$ cat config.mk
export PLATFORM = sky130hd
export DESIGN_NAME = address_range_table
export DESIGN_NICKNAME = d
export VERILOG_FILES = /design/src/arr_pkg.sv /design/src/arr_ram.sv /design/src/arr_cmp.sv /design/src/address_range_table.sv
export SDC_FILE = /design/constraint.sdc
export NUM_CORES = 2
export LEC_CHECK = 0
export BUFFER_PORTS_ARGS = -buffer_cell sky130_fd_sc_hd__buf_2
export CAP_MARGIN = 40
export CORE_MARGIN = 5
export CORE_UTILIZATION = 39
export CTS_BUF_LIST = sky130_fd_sc_hd__clkbuf_16
export DETAILED_ROUTE_END_ITERATION = 12
export GPL_ROUTABILITY_DRIVEN = 1
export SYNTH_ARGS = -nofsm -noshare
export SYNTH_HDL_FRONTEND = slang
export SYNTH_SLANG_ARGS = --single-unit
$ cat constraint.sdc
create_clock -name clk -period 18.8 [get_ports clk]
set_input_delay 0.94 -clock clk [delete_from_list [all_inputs] [get_ports clk]]
set_output_delay 0.94 -clock clk [all_outputs]
set_load 0.05 [all_outputs]
$ cat src/arr_pkg.sv
// Shared types and codes for the address range table.
package arr_pkg;

  localparam int AddrWidth   = 64;
  localparam int TagWidth    = 32;
  localparam int FuncWidth   = 2;
  localparam int StatusWidth = 3;

  typedef logic [AddrWidth-1:0]   addr_t;
  typedef logic [TagWidth-1:0]    tag_t;
  typedef logic [FuncWidth-1:0]   func_t;
  typedef logic [StatusWidth-1:0] status_t;

  // operation codes
  localparam func_t FN_INSERT = 2'd0;
  localparam func_t FN_LOOKUP = 2'd1;
  localparam func_t FN_CLEAR  = 2'd2;
  localparam func_t FN_UNUSED = 2'd3;  // ignored, no state change

  // result status codes
  localparam status_t ST_OK       = 3'd0;
  localparam status_t ST_INVERTED = 3'd1;
  localparam status_t ST_OVERLAP  = 3'd2;
  localparam status_t ST_FULL     = 3'd3;
  localparam status_t ST_MISS     = 3'd4;

  // one stored range, inclusive bounds
  typedef struct packed {
    tag_t  tag;
    addr_t last;
    addr_t first;
  } entry_t;

  // compare unit results
  typedef struct packed {
    logic a_le_hi;  // a <= hi_bound
    logic b_ge_lo;  // b >= lo_bound
  } cmp_res_t;

endpackage

$ cat src/arr_ram.sv
// Generic single-write, single-read RAM with registered read data.
module arr_ram #(
  parameter int WIDTH = 8,
  parameter int DEPTH = 16
) (
  input  logic                                    clk,
  input  logic                                    we,
  input  logic [(DEPTH > 1 ? $clog2(DEPTH) : 1)-1:0] waddr,
  input  logic [WIDTH-1:0]                        wdata,
  input  logic [(DEPTH > 1 ? $clog2(DEPTH) : 1)-1:0] raddr,
  output logic [WIDTH-1:0]                        rdata
);

  logic [WIDTH-1:0] mem [DEPTH];

  always_ff @(posedge clk) begin
    if (we) begin
      mem[waddr] <= wdata;
    end
    rdata <= mem[raddr];
  end

endmodule

$ cat src/arr_cmp.sv
// Shared range compare unit: a <= hi_bound and b >= lo_bound.
module arr_cmp (
  input  arr_pkg::addr_t    a,
  input  arr_pkg::addr_t    b,
  input  arr_pkg::addr_t    lo_bound,
  input  arr_pkg::addr_t    hi_bound,
  output arr_pkg::cmp_res_t res
);
  import arr_pkg::*;

  always_comb begin
    res.a_le_hi = (a <= hi_bound);
    res.b_ge_lo = (b >= lo_bound);
  end

endmodule

$ cat src/address_range_table.sv
// Top level of the address range table: sequencer, entry RAM and compare unit.
//
//  channel  | dir | handshake               | payload
//  ---------+-----+-------------------------+-----------------------------------------
//  s_axis   | in  | s_axis_tvalid/tready    | tuser: func; tdata: start, end, tag, addr
//  m_axis   | out | m_axis_tvalid/tready    | tuser: status, hit; tdata: found_value
//
// Insert and lookup scan the stored ranges; one entry is compared per
// cycle against the single RAM read port through the one compare unit.
// Clear and unused codes skip the scan and go straight to the result.
// s_axis_tready is high only while the sequencer is idle; a finished word
// waits in the output register, so a new word can be taken meanwhile.
// Synchronous reset empties the table (fill count to zero); no RAM sweep.
module address_range_table #(
  parameter int CAPACITY = 16
) (
  input  logic         clk,
  input  logic         rst,
  // input word
  input  logic         s_axis_tvalid,
  output logic         s_axis_tready,
  input  logic [1:0]   s_axis_tuser,   // [1:0] func
  input  logic [223:0] s_axis_tdata,   // [63:0] range_start, [127:64] range_end,
                                       // [159:128] tag_value, [223:160] query_address
  // result word
  output logic         m_axis_tvalid,
  input  logic         m_axis_tready,
  output logic [3:0]   m_axis_tuser,   // [2:0] status, [3] hit
  output logic [31:0]  m_axis_tdata    // [31:0] found_value
);
  import arr_pkg::*;

  localparam int AW = (CAPACITY > 1) ? $clog2(CAPACITY) : 1;  // RAM index width
  localparam int CW = $clog2(CAPACITY + 1);                   // fill count width

  localparam logic [2:0] S_IDLE = 3'd0;  // waiting for a word
  localparam logic [2:0] S_INV  = 3'd1;  // inverted-range check
  localparam logic [2:0] S_SCAN = 3'd2;  // one stored entry per cycle
  localparam logic [2:0] S_INS  = 3'd3;  // full check and append
  localparam logic [2:0] S_DONE = 3'd4;  // hand result to output register

  logic [2:0]    state;
  logic [CW-1:0] count;   // number of valid entries
  logic [AW-1:0] idx;     // entry whose read data is on rd_data in S_SCAN

  // latched request
  func_t req_func;
  addr_t req_lo;
  addr_t req_hi;
  tag_t  req_tag;
  addr_t req_addr;

  // pending result
  status_t res_status;
  logic    res_hit;
  tag_t    res_value;

  // RAM and compare unit
  logic          ram_we;
  logic [AW-1:0] ram_raddr;
  entry_t        wr_entry;
  entry_t        rd_data;
  addr_t         cmp_a;
  addr_t         cmp_b;
  addr_t         cmp_hi;
  cmp_res_t      cmp_res;

  logic scan_match;
  logic scan_last;
  logic out_free;
  logic is_lookup;

  assign s_axis_tready = (state == S_IDLE);
  assign out_free      = !m_axis_tvalid || m_axis_tready;
  assign is_lookup     = (req_func == FN_LOOKUP);

  // In S_SCAN prefetch the following entry; elsewhere entry 0 is prefetched
  // so a scan can start in the next cycle.
  assign ram_raddr = (state == S_SCAN) ? AW'(idx + AW'(1)) : '0;
  assign ram_we    = (state == S_INS) && (count != CW'(CAPACITY));
  assign wr_entry  = '{tag: req_tag, last: req_hi, first: req_lo};

  arr_ram #(
    .WIDTH ($bits(entry_t)),
    .DEPTH (CAPACITY)
  ) u_ram (
    .clk   (clk),
    .we    (ram_we),
    .waddr (count[AW-1:0]),
    .wdata (wr_entry),
    .raddr (ram_raddr),
    .rdata (rd_data)
  );

  // Operand select: a lookup tests addr in [first, last]; an insert tests
  // lo <= last && hi >= first; the inverted check reuses a <= hi_bound.
  always_comb begin
    cmp_a  = (state == S_SCAN && is_lookup) ? req_addr : req_lo;
    cmp_b  = (state == S_SCAN && is_lookup) ? req_addr : req_hi;
    cmp_hi = (state == S_INV) ? req_hi : rd_data.last;
  end

  arr_cmp u_cmp (
    .a        (cmp_a),
    .b        (cmp_b),
    .lo_bound (rd_data.first),
    .hi_bound (cmp_hi),
    .res      (cmp_res)
  );

  assign scan_match = cmp_res.a_le_hi && cmp_res.b_ge_lo;
  assign scan_last  = ((CW'(idx) + CW'(1)) == count);

  // sequencer
  always_ff @(posedge clk) begin
    if (rst) begin
      state <= S_IDLE;
      count <= '0;
      idx   <= '0;
    end else begin
      unique case (state)
        S_IDLE: begin
          idx <= '0;
          if (s_axis_tvalid) begin
            unique case (s_axis_tuser)
              FN_INSERT: state <= S_INV;
              FN_LOOKUP: state <= (count == '0) ? S_DONE : S_SCAN;
              FN_CLEAR: begin
                count <= '0;
                state <= S_DONE;
              end
              default: state <= S_DONE;
            endcase
          end
        end
        S_INV: begin
          if (!cmp_res.a_le_hi) begin
            state <= S_DONE;
          end else if (count == '0) begin
            state <= S_INS;
          end else begin
            state <= S_SCAN;
          end
        end
        S_SCAN: begin
          if (scan_match) begin
            state <= S_DONE;
          end else if (scan_last) begin
            state <= is_lookup ? S_DONE : S_INS;
          end else begin
            idx <= AW'(idx + AW'(1));
          end
        end
        S_INS: begin
          if (ram_we) begin
            count <= CW'(count + CW'(1));
          end
          state <= S_DONE;
        end
        S_DONE: begin
          if (out_free) begin
            state <= S_IDLE;
          end
        end
        default: state <= S_IDLE;
      endcase
    end
  end

  // request latch and pending result (payload, no reset)
  always_ff @(posedge clk) begin
    if (s_axis_tvalid && s_axis_tready) begin
      req_func <= s_axis_tuser;
      req_lo   <= s_axis_tdata[63:0];
      req_hi   <= s_axis_tdata[127:64];
      req_tag  <= s_axis_tdata[159:128];
      req_addr <= s_axis_tdata[223:160];
      // default result covers clear and unused codes
      res_status <= (s_axis_tuser == FN_LOOKUP && count == '0) ? ST_MISS : ST_OK;
      res_hit    <= 1'b0;
      res_value  <= '0;
    end
    if (state == S_INV && !cmp_res.a_le_hi) begin
      res_status <= ST_INVERTED;
    end
    if (state == S_SCAN) begin
      if (scan_match) begin
        if (is_lookup) begin
          res_status <= ST_OK;
          res_hit    <= 1'b1;
          res_value  <= rd_data.tag;
        end else begin
          res_status <= ST_OVERLAP;
        end
      end else if (scan_last && is_lookup) begin
        res_status <= ST_MISS;
      end
    end
    if (state == S_INS) begin
      res_status <= ram_we ? ST_OK : ST_FULL;
      res_hit    <= ram_we;
    end
  end

  // output register
  always_ff @(posedge clk) begin
    if (rst) begin
      m_axis_tvalid <= 1'b0;
    end else if (state == S_DONE && out_free) begin
      m_axis_tvalid <= 1'b1;
    end else if (m_axis_tready) begin
      m_axis_tvalid <= 1'b0;
    end
  end

  always_ff @(posedge clk) begin
    if (state == S_DONE && out_free) begin
      m_axis_tuser <= {res_hit, res_status};
      m_axis_tdata <= res_value;
    end
  end

  // fill count never passes capacity
  a_count_bound: assert property (@(posedge clk) disable iff (rst)
    count <= CW'(CAPACITY))
    else $error("entry count above capacity");

  // a clear empties the table
  a_clear: assert property (@(posedge clk) disable iff (rst)
    s_axis_tvalid && s_axis_tready && s_axis_tuser == FN_CLEAR |=> count == '0)
    else $error("clear did not empty table");

  // a hit always carries an ok status
  a_hit_ok: assert property (@(posedge clk) disable iff (rst)
    m_axis_tvalid && m_axis_tuser[3] |-> m_axis_tuser[2:0] == ST_OK)
    else $error("hit with non-ok status");

  // a nonzero value only comes with a hit
  a_value_hit: assert property (@(posedge clk) disable iff (rst)
    m_axis_tvalid && m_axis_tdata != '0 |-> m_axis_tuser[3])
    else $error("found value without hit");

endmodule
-- Word level (Yosys, flattened, before mapping)
Memories as Yosys holds them, arrays and structs flattened. A register that Yosys moved wholly into a read port is not among the register bits.
Cells that the tools add are included.
- reduce and logical (&&, ||, !) cells: 20
- mux-type cells: 43
- eq/ne operators: 16
- order comparisons: 2
- $add $sub $neg: 3
- operators with widths (cell ; number):
    64-bit two-way mux ; 3
    32-bit two-way mux ; 4
    64-bit >= comparator ; 1
    64-bit less-or-equal comparator ; 1
    3-bit two-way mux ; 14
    5-bit two-way mux ; 3
    3-bit case mux with 5 select lines ; 1
    4-bit two-way mux ; 3
    1-bit two-way mux ; 10
    2-bit != test, second input constant ; 5
    5-bit case mux with 2 select lines ; 1
    1-bit logical AND ; 8
    4-bit case mux with 2 select lines ; 1
    3-bit by 2-bit == test with 1-bit output, second input constant ; 2
    3-bit case mux with 2 select lines ; 1
    3-bit AND reduction ; 2
    2-bit nonzero test ; 3
    4-bit by 1-bit adder with 5-bit output, second input constant ; 1
    5-bit by 1-bit adder with 5-bit output, second input constant ; 1
    5-bit == test ; 1
    5-bit logical NOT ; 1
    5-bit != test, second input constant ; 1
    4-bit by 1-bit adder with 4-bit output, second input constant ; 1
    2-bit by 1-bit == test with 1-bit output, second input constant ; 2
    11 further kinds ; 13
- output and inout bits: 38
- bits in registers: 311
- bits in writable memories: 2560
- memories kept: 1
- memory list (memory ; words ; bits a word ; read ports ; clocked after Yosys merged registers in ; write ports ; RTL line ; source):
    u_ram.mem ; 16 ; 160 ; 1 ; 1 ; 1 ; arr_ram.sv:14 ; logic [WIDTH-1:0] mem [DEPTH];

-- Longest topological paths before layout
- depth after elaboration: 11
- mapped depth: 18

-- Modules after synthesis
A second synthesis with hierarchy kept.
- cell total of the unflattened synthesis: 5595
- area total of the unflattened synthesis: 114693.8 um^2
- modules (own cells, without submodules) (module ; area an instance (um^2) ; cells an instance ; times used ; seq. area each (um^2)):
    arr_ram ; 99300.2 ; 4191 ; 1 ; 80076.8
    address_range_table ; 12189.2 ; 963 ; 1 ; 8848.5
    arr_cmp ; 3204.3 ; 441 ; 1 ; 0.0

-- Worst setup path before layout
Ideal clock, no wire load.
- path type: flip-flop to flip-flop
- start point: register state[1]
- end point: memory u_ram.mem[0][0] (netlist bit) (enable)
- data arrival time: 11840 ps
- stages on the path, launching flop included: 5
- library setup time: 876 ps
- data required time: 17924 ps
- buffers on the path: 2
- slack: 6085 ps
- path through: dfxtp_1 -> clkbuf_1 -> clkbuf_1 -> nand3b_1 -> nor3_1
- word-level cells in the longest chain between the ends: 4
- ends and longest elaborated chain (what ; RTL line ; source):
    start, declared ; address_range_table.sv:42 ; logic [2:0] state;
    start signal, assigned ; address_range_table.sv:127 ; FN_LOOKUP: state <= (count == '0) ? S_DONE : S_SCAN;
    start signal, assigned ; address_range_table.sv:149 ; state <= is_lookup ? S_DONE : S_INS;
    3-bit by 2-bit == test with 1-bit output ; address_range_table.sv:80 ; assign ram_we = (state == S_INS) && (count != CW'(CAPACITY));
    1-bit logical AND ; address_range_table.sv:80 ;
    1-bit two-way mux ; arr_ram.sv:17 ; if (we) begin
    1-bit two-way mux (not written as such) ; arr_ram.sv:18 ; mem[waddr] <= wdata;
    end, declared ; arr_ram.sv:14 ;
No other way between the ends.

-- Worst setup path after layout
- start point: register state[2]
- end point: register res_value[12]
- word-level cells in the longest chain between the ends: 7
- ends and longest elaborated chain (what ; RTL line ; source):
    3-bit by 2-bit == test with 1-bit output ; address_range_table.sv:98, address_range_table.sv:99, address_range_table.sv:186 ;
    1-bit logical AND ; address_range_table.sv:98, address_range_table.sv:99 ;
    64-bit two-way mux (on tied branches) ; address_range_table.sv:98, address_range_table.sv:99 ;
    64-bit less-or-equal comparator or 64-bit >= comparator (tied branches) ; arr_cmp.sv:12, arr_cmp.sv:13 ;
    1-bit logical AND ; address_range_table.sv:111 ; assign scan_match = cmp_res.a_le_hi && cmp_res.b_ge_lo;
    32-bit two-way mux ; address_range_table.sv:187 ; if (scan_match) begin
    32-bit two-way mux (*) ; address_range_table.sv:186 ; if (state == S_SCAN) begin
    end signal, assigned ; address_range_table.sv:191 ; res_value <= rd_data.tag;
    end, declared ; address_range_table.sv:56 ; tag_t res_value;
Every way passes the cells marked *; elsewhere a longest branch is shown, timed or not.
A chain may end at the register's enable or synchronous reset.

==> results.toml <==
[logic_synthesis]
synth_nets = 8609
synth-seq-cells = 3031
synth_cell_type_count = 65
syn_area_um2 = 118000
avgSynthCellArea_um2 = 14.4
synthFlopType = "edfxtp_1"
synthArstFlopShare = 0
postSynthCellCount = 8246
ys_seq_area_frac = 0.751
synth_edf_count = 2822
yosys_warnings = 0

[die]
die_h_um = 561
num_io_pins = 268
fp.dieArea_um2 = 315000
die_w_um = 561
core_um2 = 303000
initial_core_util = 0.392
rows = 202

[min_path]
holdPathStages = 1
hp-class = "primary input to flop"

[critical_path]
rr_worst_depth = 15
critPathRequiredTime_ns = 19.65
crit_path_max_incr_delay_ns = 0.74
r2r_slack_ns = 12.77
worstPathArrival_ns = 6.88
critical_path.cell_chain = "nor2_1 > nand3_4 > buf_4 > nand2_1 > nand2_1 > ha_1 > nand4_1 > nor4_2 > nand4_1 > a31oi_1 > or4_4 > a21o_1 > or2_2 > buf_4 > mux2i_1"
crit_type = "flop to flop"
cpLargestDelayFamily = "simple AND/OR/NAND/NOR gates"
slowest_stage = "nor4_2"
r2r_start = "state[2]"
timing.rr.end = "res_value[12]"
path_buf_inv = 2
path_depth = 15
critPathMaxFanout = 83
endpoint_kind = "flop"
setup.worst_path.start_class = "flop"
crit_end = "res_value[12]"
worstSetupStartpoint = "state[2]"

[pwr]
p_clk_frac = 0.427
p_int_mw = 11.2
p_leak_nw = 45.2
sequentialPowerShare = 0.540
p_sw_mw = 3.21
combPwrFrac = 0.033
swShare = 0.224
power_density_nw_per_um2 = 106
ir_worst_vdd_uv = 79.8

[placement]
place_congestion = 0.867
io_buffer_count = 267
dp_hpwl_mm = 192

[route]
via_per_inst = 5.65
ant_nets = 0
wirelength_mm = 345
drtIter0Drc = 7412
wl_per_cell_um = 27.1
firstDrtPassIters = 8
vias = 71900
route.detailed.drc = 0

[cells_and_area]
fillers = 26400
drive_above_1_share = 0.108
multi_input_area_um2 = 27200
area_growth_pct = 14.2
seq_area_um2 = 88900
nets = 8843

[cts]
cts_tree = "built"
post_cts_buffers = 0
clk_latency_ns = 0.95
cts_resized = 0
max-clock-path-buffers = 4
numCtsBuffers = 322
holdBufCountCts = 0
htreeDepth = 5
path_clk_slew_ns = 0.06
clock-sinks = 3031
root_buffer = "clkbuf_16"

[timing]
fin_tns_setup_ns = 0
tightest_slew_ns = 1.30
fin_crit_sh = 0.321
finalSetupViolCount = 0
layout_min_cycle_time_ns = 6.03
slew_headroom = 0.136
hold_violations = 0
slew_viol_final = 0
rsz0062_at_grt = "no"
whs_ns = 0.164
max_freq_mhz = 166
skew_ns = 0.0790

[global_routing]
grt_pass1_wl_mm = 492
gr-usage-all-layers = 0.211
grt_max_degree = 179
grt-ovfl-total = 0
grt_pass1_vias = 69600
antenna_found_initial = 44

[flow_run]
max_cap_violations = 0

[outcome]
status = "finished, final reports clean"
==> power groups by stage <==
stage                     Sequential [mW]  Combinational, mW  Clock (mW)
after global routing                 7.75              0.518        6.54
after detailed placement             7.89              0.481           0
after CTS                            7.75              0.483        6.25
after global placement               7.88              0.471           0
after floorplan                      7.83              0.217           0
final                                7.75              0.479        6.13
==> final cells by class <==
type / count / share of cell area
flip-flops and latches: 3031 / 0.658
multi-input cells: 4568 / 0.201
clock buffers: 327 / 0.0605
well taps: 3978 / 0.0368
repair buffers: 453 / 0.0256
clock inverters: 272 / 0.0155
inverters: 104 / 0.00294
diodes: 9 / 0.000167
==> cells in the final DEF (no fill, tap or decap), drive strengths merged, types with 5 or more instances in the layout <==
cell | synthesis | final
nor3 | 12 | 12
bufinv | 0 | 20
nand2 | 1966 | 1966
diode | 0 | 9
mux2i | 409 | 409
nor4 | 7 | 7
buf | 33 | 453
clkinvlp | 0 | 7
a21oi | 233 | 233
nor2b | 323 | 323
and2 | 14 | 14
nand2b | 6 | 6
a221oi | 8 | 8
a211oi | 320 | 320
edfxtp | 2822 | 2822
clkinv | 0 | 167
inv | 104 | 182
and4 | 5 | 5
nand4 | 25 | 25
o221ai | 9 | 9
o22ai | 12 | 12
clkbuf | 510 | 327
nand3 | 330 | 330
a311oi | 480 | 480
and3 | 8 | 8
ha | 133 | 133
a31oi | 155 | 155
nor2 | 21 | 21
or2 | 5 | 5
o21ai | 34 | 34
dfxtp | 209 | 209
==> cells in the mapped netlist, drive strengths merged (7+ instances only) <==
library cell / instances / area share
edfxtp: 2822 / 0.72
ha: 133 / 0.014
nor4: 7 / 0.00053
o22ai: 12 / 0.00063
and2: 14 / 0.00074
a221oi: 8 / 0.00064
nand3: 330 / 0.014
o221ai: 9 / 0.00067
nor2: 21 / 0.00067
a31oi: 155 / 0.0082
dfxtp: 209 / 0.035
a311oi: 480 / 0.035
nand4: 25 / 0.0014
and3: 8 / 0.00043
o21ai: 34 / 0.0014
buf: 33 / 0.0016
nand2: 1966 / 0.062
clkbuf: 510 / 0.016
nor3: 12 / 0.00051
a21oi: 233 / 0.0098
a211oi: 320 / 0.020
inv: 104 / 0.0033
nor2b: 323 / 0.017
mux2i: 409 / 0.035
==> state kept, by name, summed over array words and instances, names as in the netlist <==
register / cells
u_ram.mem: 2560
m_axis_tvalid: 1
res_status: 3
res_hit: 1
state: 3
m_axis_tdata: 32
req_addr: 64
req_func: 2
req_lo: 64
res_value: 32
m_axis_tuser: 4
u_ram.rdata: 160
req_hi: 64
count: 5
req_tag: 32
idx: 4
==> stage by stage <==
step / utilization / total power [mW] / std cells / instance area, um^2 / setup WS [ns]
floorplan: - / 8.05 / 8246 / 118000 / 6.08
global placement: 0.411 / 8.35 / 12100 / 124000 / 12.91
detailed placement: 0.413 / 8.37 / 12100 / 125000 / 12.92
CTS: 0.447 / 14.5 / 12700 / 135000 / 12.88
global route: 0.447 / 14.8 / 12700 / 135000 / 12.49
finish: 0.447 / 14.4 / 12700 / 135000 / 12.77
==> routing by layer <==
layer	wire [um]	GRT usage	part of all wire	vias to the layer above
met2	161000	0.335	0.47	2916
met1	146000	0.294	0.42	36800
li1	-	-	-	31700
met3	25500	0.0334	0.074	539
met4	12900	0.0765	0.037	12
met5	86	0	0.00025	-
==> how the worst min path moves through the flow <==
| stage | end | slack [ns] | start |
|---|---|---|---|
| after CTS | req_tag[22] | 0.12 | s_axis_tdata[150] |
| after global routing | req_tag[22] | 0.13 | s_axis_tdata[150] |
| final | req_lo[19] | 0.16 | s_axis_tdata[19] |
| after floorplan | m_axis_tuser[0] | 0.40 | res_status[0] |
| after detailed placement | m_axis_tdata[14] | 0.42 | res_value[14] |
| after global placement | m_axis_tdata[3] | 0.42 | res_value[3] |
==> cell families after synthesis <==
group / synth area share
AOI/OAI and AO/OA: 0.0790
xor gates and xnor gates: 0.000591
adders and majority gates: 0.0140
buffers and inverters: 0.0211
DFF: 0.751
muxes: 0.0349
and+or+nand+nor: 0.0996
(Power assumes the default switching activity.)
